[src/hw/rtl/opp_pkg.sv]
package opp_pkg;

   // Parser phase
   typedef enum logic [3:0] {
      PH_ROOT = 4'd0,
      PH_SEP  = 4'd1,
      PH_PFX  = 4'd2,
      PH_DIG1 = 4'd3,
      PH_DIGN = 4'd4
   } phase_type;

   // Sticky error codes as reported on the result
   typedef enum logic [2:0] {
      ERR_NONE      = 3'd0,
      ERR_EMPTY     = 3'd1,
      ERR_BAD_ROOT  = 3'd2,
      ERR_NO_DOT    = 3'd3,
      ERR_NO_PREFIX = 3'd4,
      ERR_NO_DIGIT  = 3'd5,
      ERR_NO_CLOSE  = 3'd6,
      ERR_TOO_LARGE = 3'd7
   } err_type;

   localparam int unsigned CHAR_W  = 8;
   localparam int unsigned STEP_W  = 14;
   localparam int unsigned ERR_W   = 3;
   localparam int unsigned REQ_W   = 8;   // character
   localparam int unsigned RSP_W   = 24;  // step_value, error_code, path_ok, padding
   localparam int unsigned ADDR_W  = 3;

   localparam logic [STEP_W-1:0] LIMIT_RESET = 14'd1000;
   localparam logic [ADDR_W-1:0] ADDR_INDEX_LIMIT = 3'd0;

   localparam logic [CHAR_W-1:0] CH_L     = 8'h6c;  // 'l'
   localparam logic [CHAR_W-1:0] CH_R     = 8'h72;  // 'r'
   localparam logic [CHAR_W-1:0] CH_H     = 8'h68;  // 'h'
   localparam logic [CHAR_W-1:0] CH_S     = 8'h73;  // 's'
   localparam logic [CHAR_W-1:0] CH_DOT   = 8'h2e;  // '.'
   localparam logic [CHAR_W-1:0] CH_CLOSE = 8'h5d;  // ']'
   localparam logic [CHAR_W-1:0] CH_ZERO  = 8'h30;  // '0'
   localparam logic [CHAR_W-1:0] CH_NINE  = 8'h39;  // '9'

   // Characters of "operand[" by position
   function automatic logic [CHAR_W-1:0] prefix_char(input logic [2:0] pos);
      logic [CHAR_W-1:0] c;
      case (pos)
         3'd0:    c = 8'h6f;  // 'o'
         3'd1:    c = 8'h70;  // 'p'
         3'd2:    c = 8'h65;  // 'e'
         3'd3:    c = 8'h72;  // 'r'
         3'd4:    c = 8'h61;  // 'a'
         3'd5:    c = 8'h6e;  // 'n'
         3'd6:    c = 8'h64;  // 'd'
         default: c = 8'h5b;  // '['
      endcase
      return c;
   endfunction

endpackage

[src/hw/rtl/operand_path_parser_top.sv]
// Operand path parser.
// Takes a path string one byte per request on the req_ stream and checks it
// against the grammar  ("lhs" | "rhs") { ".operand[" digits "]" }.
// req_tdata carries the byte, req_tuser is 1 when the byte is valid (0 for an
// end-only marker) and req_tlast ends the string.
// One response leaves on the rsp_ stream for every request. rsp_tuser flags a
// completed step (root: 0 lhs, 1 rhs; segment: the decimal index). The first
// error sticks until the string ends; the response to the last request has
// rsp_tlast set and carries the final error code and the path_ok flag.
// csr_ holds one register, index_limit (byte address 0, reset 1000): the
// largest index accepted before "index too large" is reported at its ']'.
// A request accepted on req_ is held in the request register and its response
// in the response register. Throughput: one request per cycle while rsp_tready
// is high, as the parser state update (including the multiply-by-ten index
// accumulate) is combinational between the two registers.
// Stalls: while rsp_tready is low the response holds and one further request
// is still taken into the request register; after that req_tready drops.
// Reset (synchronous, active high) empties both registers, returns the parser
// to the start of a root and restores index_limit to 1000.
module operand_path_parser_top (
   input  logic                          clock,
   input  logic                          reset,
   // request stream
   input  logic                          req_tvalid,
   output logic                          req_tready,
   input  logic [opp_pkg::REQ_W-1:0]     req_tdata,   // [7:0] character
   input  logic                          req_tuser,   // [0] has_char
   input  logic                          req_tlast,   // last
   // response stream
   output logic                          rsp_tvalid,
   input  logic                          rsp_tready,
   output logic [opp_pkg::RSP_W-1:0]     rsp_tdata,   // [13:0] step_value,
                                                      // [16:14] error_code,
                                                      // [17] path_ok, [23:18] zero
   output logic                          rsp_tuser,   // [0] step_valid
   output logic                          rsp_tlast,   // done_res
   // configuration
   input  logic                          csr_psel,
   input  logic                          csr_penable,
   input  logic                          csr_pwrite,
   input  logic [opp_pkg::ADDR_W-1:0]    csr_paddr,
   input  logic [31:0]                   csr_pwdata,
   output logic [31:0]                   csr_prdata,
   output logic                          csr_pready
);
   import opp_pkg::*;

   // request register
   logic              in_valid_ff, in_valid_in;
   logic [CHAR_W-1:0] in_char_ff;
   logic              in_has_ff;
   logic              in_last_ff;

   // response register
   logic              out_valid_ff, out_valid_in;
   logic [STEP_W-1:0] out_step_ff, out_step_in;
   logic              out_sv_ff, out_sv_in;
   err_type           out_err_ff, out_err_in;
   logic              out_done_ff;
   logic              out_ok_ff, out_ok_in;

   // parser state
   phase_type         phase_ff, phase_in;
   logic [2:0]        pos_ff, pos_in;
   logic              rhs_ff, rhs_in;
   logic [STEP_W-1:0] acc_ff, acc_in;
   logic              ovf_ff, ovf_in;
   err_type           err_ff, err_in;
   logic              seen_ff, seen_in;

   logic [STEP_W-1:0] limit_ff;

   logic              accept;
   logic              advance;
   logic              is_digit;
   logic [17:0]       acc_next;
   err_type           fin_err;

   // Move the held request into the response register when that is free
   assign advance    = in_valid_ff && (!out_valid_ff || rsp_tready);
   assign req_tready = !in_valid_ff || advance;
   assign accept     = req_tvalid && req_tready;

   assign is_digit = in_char_ff inside {[CH_ZERO:CH_NINE]};
   assign acc_next = {1'b0, acc_ff, 3'b000} + {3'b000, acc_ff, 1'b0}
                   + {14'd0, in_char_ff[3:0]};

   always_comb begin
      in_valid_in = in_valid_ff;
      if (accept) begin
         in_valid_in = 1'b1;
      end else if (advance) begin
         in_valid_in = 1'b0;
      end
      out_valid_in = out_valid_ff;
      if (advance) begin
         out_valid_in = 1'b1;
      end else if (rsp_tready) begin
         out_valid_in = 1'b0;
      end
   end

   // Parser next state and response fields
   always_comb begin
      phase_in  = phase_ff;
      pos_in    = pos_ff;
      rhs_in    = rhs_ff;
      acc_in    = acc_ff;
      ovf_in    = ovf_ff;
      err_in    = err_ff;
      seen_in   = seen_ff;
      out_sv_in = 1'b0;
      out_step_in = '0;
      fin_err   = err_ff;
      if (advance && in_has_ff) begin
         seen_in = 1'b1;
         // once an error is held, drop every further character
         if (err_ff == ERR_NONE) begin
            case (phase_ff)
               PH_ROOT: begin
                  if (pos_ff == 3'd0) begin
                     if (in_char_ff == CH_L) begin
                        rhs_in = 1'b0;
                        pos_in = 3'd1;
                     end else if (in_char_ff == CH_R) begin
                        rhs_in = 1'b1;
                        pos_in = 3'd1;
                     end else begin
                        err_in = ERR_BAD_ROOT;
                     end
                  end else if (pos_ff == 3'd1) begin
                     if (in_char_ff == CH_H) begin
                        pos_in = 3'd2;
                     end else begin
                        err_in = ERR_BAD_ROOT;
                     end
                  end else if (in_char_ff == CH_S) begin
                     phase_in    = PH_SEP;
                     pos_in      = 3'd0;
                     out_sv_in   = 1'b1;
                     out_step_in = {{(STEP_W-1){1'b0}}, rhs_ff};
                  end else begin
                     err_in = ERR_BAD_ROOT;
                  end
               end
               PH_SEP: begin
                  if (in_char_ff == CH_DOT) begin
                     phase_in = PH_PFX;
                     pos_in   = 3'd0;
                  end else begin
                     err_in = ERR_NO_DOT;
                  end
               end
               PH_PFX: begin
                  if (in_char_ff == prefix_char(pos_ff)) begin
                     if (pos_ff == 3'd7) begin
                        phase_in = PH_DIG1;
                        pos_in   = 3'd0;
                        acc_in   = '0;
                        ovf_in   = 1'b0;
                     end else begin
                        pos_in = pos_ff + 3'd1;
                     end
                  end else begin
                     err_in = ERR_NO_PREFIX;
                  end
               end
               PH_DIG1, PH_DIGN: begin
                  if (is_digit) begin
                     phase_in = PH_DIGN;
                     // freeze the index once it has passed the limit
                     if (!ovf_ff) begin
                        if (acc_next > {4'd0, limit_ff}) begin
                           ovf_in = 1'b1;
                        end else begin
                           acc_in = acc_next[STEP_W-1:0];
                        end
                     end
                  end else if (phase_ff == PH_DIG1) begin
                     err_in = ERR_NO_DIGIT;
                  end else if (in_char_ff == CH_CLOSE) begin
                     if (ovf_ff) begin
                        err_in = ERR_TOO_LARGE;
                     end else begin
                        phase_in    = PH_SEP;
                        out_sv_in   = 1'b1;
                        out_step_in = acc_ff;
                     end
                  end else begin
                     err_in = ERR_NO_CLOSE;
                  end
               end
               default: begin
                  err_in = err_ff;
               end
            endcase
         end
      end
      fin_err = err_in;
      if (advance && in_last_ff) begin
         // completion check on the end of the string
         if (err_in == ERR_NONE) begin
            if (!seen_in) begin
               fin_err = ERR_EMPTY;
            end else begin
               case (phase_in)
                  PH_SEP:  fin_err = ERR_NONE;
                  PH_ROOT: fin_err = ERR_BAD_ROOT;
                  PH_PFX:  fin_err = ERR_NO_PREFIX;
                  PH_DIG1: fin_err = ERR_NO_DIGIT;
                  default: fin_err = ERR_NO_CLOSE;
               endcase
            end
         end
         // return to the start for the next string
         phase_in = PH_ROOT;
         pos_in   = 3'd0;
         rhs_in   = 1'b0;
         acc_in   = '0;
         ovf_in   = 1'b0;
         err_in   = ERR_NONE;
         seen_in  = 1'b0;
      end
      out_err_in = fin_err;
      out_ok_in  = in_last_ff && (fin_err == ERR_NONE);
   end

   // Control and parser state
   always_ff @(posedge clock) begin
      if (reset) begin
         in_valid_ff  <= 1'b0;
         out_valid_ff <= 1'b0;
         phase_ff     <= PH_ROOT;
         pos_ff       <= 3'd0;
         rhs_ff       <= 1'b0;
         acc_ff       <= '0;
         ovf_ff       <= 1'b0;
         err_ff       <= ERR_NONE;
         seen_ff      <= 1'b0;
         limit_ff     <= LIMIT_RESET;
      end else begin
         in_valid_ff  <= in_valid_in;
         out_valid_ff <= out_valid_in;
         phase_ff     <= phase_in;
         pos_ff       <= pos_in;
         rhs_ff       <= rhs_in;
         acc_ff       <= acc_in;
         ovf_ff       <= ovf_in;
         err_ff       <= err_in;
         seen_ff      <= seen_in;
         if (csr_psel && csr_penable && csr_pwrite && csr_pready
               && (csr_paddr == ADDR_INDEX_LIMIT)) begin
            limit_ff <= csr_pwdata[STEP_W-1:0];
         end
      end
   end

   // Payload: hold the request and response data while stalled
   always_ff @(posedge clock) begin
      if (accept) begin
         in_char_ff <= req_tdata[CHAR_W-1:0];
         in_has_ff  <= req_tuser;
         in_last_ff <= req_tlast;
      end
      if (advance) begin
         out_step_ff <= out_step_in;
         out_sv_ff   <= out_sv_in;
         out_err_ff  <= out_err_in;
         out_done_ff <= in_last_ff;
         out_ok_ff   <= out_ok_in;
      end
   end

   assign rsp_tvalid = out_valid_ff;
   assign rsp_tdata  = {6'd0, out_ok_ff, out_err_ff, out_step_ff};
   assign rsp_tuser  = out_sv_ff;
   assign rsp_tlast  = out_done_ff;

   assign csr_pready = 1'b1;
   assign csr_prdata = (csr_paddr == ADDR_INDEX_LIMIT) ? {18'd0, limit_ff} : 32'd0;

endmodule

[config.mk]
export PLATFORM = sky130hd
export DESIGN_NAME = operand_path_parser_top
export DESIGN_NICKNAME = d
export VERILOG_FILES = /design/src/hw/rtl/opp_pkg.sv /design/src/hw/rtl/operand_path_parser_top.sv
export SDC_FILE = /design/constraint.sdc
export NUM_CORES = 1
export LEC_CHECK = 0
export BUFFER_PORTS_ARGS = -buffer_cell sky130_fd_sc_hd__buf_2
export CAP_MARGIN = 30
export CORE_ASPECT_RATIO = 0.7
export CORE_MARGIN = 1
export CORE_UTILIZATION = 50
export CTS_CLUSTER_DIAMETER = 40
export CTS_CLUSTER_SIZE = 30
export DETAILED_ROUTE_END_ITERATION = 16
export GPL_TIMING_DRIVEN = 0
export PLACE_DENSITY = 0.81
export REMOVE_ABC_BUFFERS = 1
export SYNTH_ARGS = -nofsm -noshare
export SYNTH_HDL_FRONTEND = slang
export SYNTH_SLANG_ARGS = --single-unit
export TNS_END_PERCENT = 30
[constraint.sdc]
create_clock -name clock -period 4.3 [get_ports clock]
set_clock_uncertainty 0.15 [all_clocks]
set_input_delay 0.43 -clock clock [delete_from_list [all_inputs] [get_ports clock]]
set_output_delay 0.43 -clock clock [all_outputs]
set_load 0.01 [all_outputs]
# Word-level counts from Yosys, hierarchy flattened
# Cells that the tools add are included.
op_classes:
  n_addsub: 3
  n_mul: 0
  div_mod_pow: 0
  n_lt_le_gt_ge: 3
  n_eq_ne: 30
  n_shift: 0
  n_mux: 82
  n_bitwise: 0
  reduce_logical: 32
op_table:
  columns: ["operator", "count"]
  rows:
  - ["$mux W14", 10]
  - ["$mux W3", 26]
  - ["$pmux W14 S2", 2]
  - ["$mux W4", 12]
  - ["$pmux W6 S7", 1]
  - ["$eq A8 B7 Y1 const B", 5]
  - ["$mux W8", 3]
  - ["$pmux W3 S4", 2]
  - ["$mux W1", 22]
  - ["$add A17 B15 Y18", 1]
  - ["$add A18 B4 Y18", 1]
  - ["$gt A18 B14 Y1", 1]
  - ["$eq A4 B2 Y1 const B", 4]
  - ["$pmux W4 S4", 1]
  - ["$reduce_and A8 Y1", 2]
  - ["$logic_not A3 Y1", 5]
  - ["$eq A3 B3 Y1 const B", 4]
  - ["$ne A2 B2 Y1 const B", 6]
  - ["$ne A4 B4 Y1 const B", 3]
  - ["$logic_and A1 B1 Y1", 9]
  - ["$pmux W3 S3", 1]
  - ["$eq A4 B1 Y1 const B", 2]
  - ["$eq A8 B6 Y1 const B", 1]
  - ["$eq A8 B8 Y1", 1]
  - ["16 further kinds", 25]
word_totals:
  register_bits: 73
  latch_bits: 0
  mem_bits_rw: 0
  romBits: 0
  inputBits: 52
  mem_count: 0

# Logic depth before layout (Yosys ltp)
depth:
  word_depth: 17
  mapped_depth: 19
  ltp_nobuf: 18

# Worst setup path before layout
# Ideal clock, no wire load.
synth_timing:
  kind: "register -> register"
  from: "reg in_char_ff[3]"
  to: "reg acc_ff[0]"
  setup_time_ns: 0.119
  arrival_time_ns: 3.702
  required_time_ns: 4.031
  setup_slack_ns: 0.329
  path_stages_with_launch: 16
  cell_sequence: "edfxtp_1 -> fa_1 -> ha_1 -> a211oi_1 -> o21ai_0 -> a31oi_1 -> o21ai_0 -> xor2_1 -> ha_1 -> a21o_1 -> a21o_1 -> a221oi_1 -> a41o_1 -> nand3_4 -> buf_6 -> mux2i_1"
synth_via:
  elab_chain_len: 4
synth_rtl:
  columns: ["item", "line", "text"]
  rows:
  - ["from (decl)", "operand_path_parser_top.sv:50", "logic [CHAR_W-1:0] in_char_ff;"]
  - ["from (signal assigned)", "operand_path_parser_top.sv:261", "in_char_ff <= req_tdata[CHAR_W-1:0];"]
  - ["$add A18 B4 Y18 (tied with other cells)", "operand_path_parser_top.sv:86", "+ {14'd0, in_char_ff[3:0]};"]
  - ["$gt A18 B14 Y1 or $logic_and A1 B1 Y1 (tied branches)", "operand_path_parser_top.sv:173, operand_path_parser_top.sv:84", null]
  - ["$ne A2 B2 Y1 (no line)", null, null]
  - ["$reduce_and A8 Y1 (no line) (*)", null, null]
  - ["to (signal assigned)", "operand_path_parser_top.sv:247", "acc_ff <= acc_in;"]
  - ["to (decl)", "operand_path_parser_top.sv:66", "logic [STEP_W-1:0] acc_ff, acc_in;"]
# Mark *: on every way between the ends. The rest lies on a longest branch, timed or not.
# A chain may end at the register's enable or synchronous reset.

# Worst setup path after layout
layout_timing:
  from: "reg in_char_ff[2]"
  to: "reg acc_ff[0]"
# The elaborated chain is that of the path after synthesis.

==> metrics list <==
- Global routing used 23.6% of the available tracks across all layers.
- In the synthesized netlist the async set-or-reset flop fraction comes to 0%.
- Port Buffers: 69
* Final-layout setup total negative slack: 0 ns
- The clock passes through at most 2 buffers.
* Kind of start point of the critical path: register
* Final routed DRC violation total: 0
- In the layout the commonest cells are sky130_fd_sc_hd__buf_2 (69), sky130_fd_sc_hd__nand2_1 (64), sky130_fd_sc_hd__ha_1 (46).
* Number of nets with antenna violations after routing: 0
- Detailed-route wire length: 12.1 mm
- Summed over all nets, wire length on met3 after detailed routing comes to 997 um.
- After synthesis the cells add up to 0.00504 sq mm.
- After detailed routing, the wire length on met1 is 5.77 mm.
- Using the TritonRoute via totals, the vias-per-cell ratio works out to 5.64.
* Wire length of the first global-routing pass: 19.0 mm
* Total count of max-transition violations in the final report: 0
- The path class of the tightest hold or removal check is in -> reg.
- By area the synthesized netlist is led by sky130_fd_sc_hd__edfxtp_1 (18%), sky130_fd_sc_hd__dfxtp_1 (17%), sky130_fd_sc_hd__ha_1 (12%).
- Tmin final: 4.14 ns
- Max transition margin: 28.9%
* EDFF count, synth: 30
- In this run, post-CTS hold repair placed 0 buffers.
- Distinct cell type count after synthesis: 67
* Synthesized area divided by synthesized cell count: 9.02 sq um
- Count of boundary I/O pins: 113
* Arrival time at the worst endpoint: 4.25 ns
- STA classifies the critical path endpoint as a register.
* Fraction of the yosys area taken by sequential cells: 34.9%
- Required time of the worst setup path: 4.41 ns
- Summing all flip-flop and latch instances after layout gives 0.00176 sq mm.
- Worst Min Path Start: req_tdata[2]
* Highest layer used for signal routing: met4
* Worst supply voltage drop on vdd: 0.292 mV
* Cell type with the largest total area after synthesis: sky130_fd_sc_hd__edfxtp_1
- Overall die height: 86.0 um
- TritonCTS built the clock tree.
- Clock-pin slew was measured on the worst setup and hold paths at 0.06 ns.
* Power density normalized to cell area: 270 mW/mm^2
- Setup repair after global routing left no endpoint under its margin.
- The number of global-route vias before repair is 3903.
- Transition time at the pin with the least slew margin: 1.06 ns
* Vias after detailed routing: 4301
* Setup violations, final: 0
- Area occupied by multi-input gates: 0.00304 sq mm
- Violation count after the first detailed-route iteration: 301
* Total clock buffers created by CTS: 9
- Tracing the worst setup path back leads to its startpoint at in_char_ff[2].
- Die area: 0.0105 sq mm
- Timing would allow up to 241 MHz.
- During synthesis, Yosys emitted a total of 0 warnings.
- The clock tree synthesis step divided the H-tree into 3 levels.
- LEAKAGE: 2.60 nW
- Once the floorplan was initialized, standard cells occupied 51.7% of the core.
- Synthesis-to-finish area growth: 15.2%
* Maximum number of pins on one net before global-route repair: 23
- Across the run, the number of max-cap violations was 0.
* Post-Route Hold Slack: 0.115 ns
- The clock drives 73 sinks.
* Fill cells: 841
- The share of synthesized area in the top cell type comes to 17.9%.
* Post-route fraction of the period consumed by the critical path: 96.3%
* Wire length per cell after detailed routing: 15.8 um
- Number of antenna diodes: 0
- Fraction of final layout cells sized beyond drive strength 1: 18.6%
- The run finished with clean final reports.
- Source of the worst register-to-register timing path: in_char_ff[2]
- The clock reaches the later pin of the worst-skew pair after 0.34 ns.
- In this run the standard cell core region covers 0.00976 sq mm.
* Final number of hold-violating endpoints: 0
* Most frequent standard cell in the layout excluding fill and tap cells: sky130_fd_sc_hd__buf_2
* Global-route congestion overflow total: 0
* Largest fanout on the critical path: 8
- The critical path is of the reg -> reg type.
- FF+latch count, synth: 73
- The most used flip-flop cell after synthesis is sky130_fd_sc_hd__dfxtp_1.
- HPWL after DPL: 8.79 mm
* Router iterations before antenna repair: 5
- The number of antenna violations at the first check in global routing is 0.
- Die W: 122 um
- Buffer cell driving the clock tree root: sky130_fd_sc_hd__clkbuf_16
* Met2 wire length: 5.14 mm
* Final GP Congestion: 0.910
* NumNets Final: 730
- In the synthesized netlist, the number of instances is 559.
* Placement Rows: 30
metal layers:
metal	up-vias	global-route usage, %
met4	0	6.51
li1	2104	-
met1	2000	32.9
met2	183	35.0
met3	14	7.45
met5	-	0
critical path, cell delays in order, from the launching register on:
cell and delay [ns]:
sky130_fd_sc_hd__edfxtp_1 0.51, sky130_fd_sc_hd__ha_1 0.35, sky130_fd_sc_hd__ha_1 0.25, sky130_fd_sc_hd__inv_1 0.09, sky130_fd_sc_hd__fa_2 0.24, sky130_fd_sc_hd__nor2b_4 0.06, sky130_fd_sc_hd__o31ai_4 0.26, sky130_fd_sc_hd__a211oi_2 0.14
sky130_fd_sc_hd__o31ai_1 0.33, sky130_fd_sc_hd__o41a_1 0.30, sky130_fd_sc_hd__ha_1 0.27, sky130_fd_sc_hd__a21o_1 0.16, sky130_fd_sc_hd__a221oi_1 0.28, sky130_fd_sc_hd__a41o_1 0.21, sky130_fd_sc_hd__nand3_4 0.12, sky130_fd_sc_hd__buf_12 0.17
sky130_fd_sc_hd__mux2i_1 0.16
registers in the layout, summed over array words and instances (netlist names), 3 cells and up:
signal,cells
acc_ff,14
err_ff,3
in_char_ff,8
limit_ff,14
out_err_ff,3
out_step_ff,14
phase_ff,4
pos_ff,3
area by class of cell:
| type | instances | share of cell area, % |
|---|---|---|
| clock buffer | 10 | 4.12 |
| clock inverter | 6 | 0.690 |
| inverter | 27 | 1.75 |
| multi-input combinational | 437 | 52.3 |
| sequential | 73 | 30.3 |
| tap | 128 | 2.76 |
| timing repair buffer | 81 | 8.06 |
power by group:
group | leakage (nW) | switching, mW | internal (mW) | total (mW)
registers | 0.638 | 0.0124 | 0.738 | 0.751
logic | 1.82 | 0.0660 | 0.0428 | 0.109
clock network | 0.139 | 0.302 | 0.407 | 0.709
total | 2.60 | 0.380 | 1.19 | 1.57
stage by stage:
step	total power [mW]	cell area, sq um	util [%]	std cells	setup WS (ns)
after floorplan	0.821	4840	-	537	0.361
after global placement	0.862	5350	54.8	734	-0.204
after detailed placement	0.867	5360	54.9	736	-0.211
after CTS	1.57	5700	58.4	756	0.0106
after global routing	1.62	5810	59.5	762	0.00416
final	1.57	5810	59.5	762	0.158
Yosys cell counts, drive strengths merged, types with 8 or more instances:
cell	number
a21o	11
dfxtp	43
edfxtp	30
a211o	8
nand2b	9
and2	29
clkbuf	15
nand2	64
inv	27
nor2	44
nor3	13
buf	30
nor2b	15
mux2i	16
a21oi	30
nand3	8
ha	47
o21ai	19
xnor2	8
cells by family after synthesis:
logic type	Yosys count	synth area share [%]
fa+ha+maj	49	12.5
mux	18	3.62
other cells	2	0.149
xor+xnor	11	1.91
flops	73	34.9
simple gates	221	23.6
compound gates	113	15.7
buf+inv	72	7.69
final timing paths:
path                   end  cells after the start  slack, ns
min reg2reg   limit_ff[10]                      2       0.33
min          in_char_ff[2]                      1       0.12
max              acc_ff[0]                     16       0.16
max reg2reg      acc_ff[0]                     16       0.16
repair_timing:
item,CTS,global route
gates resized for setup,1,12
endpoints found under the setup margin,15,15
pin swaps,1,5
hold endpoints to repair,0,0
setup buffers,4,5
gates cloned,0,0
(Power assumes the default switching activity.)
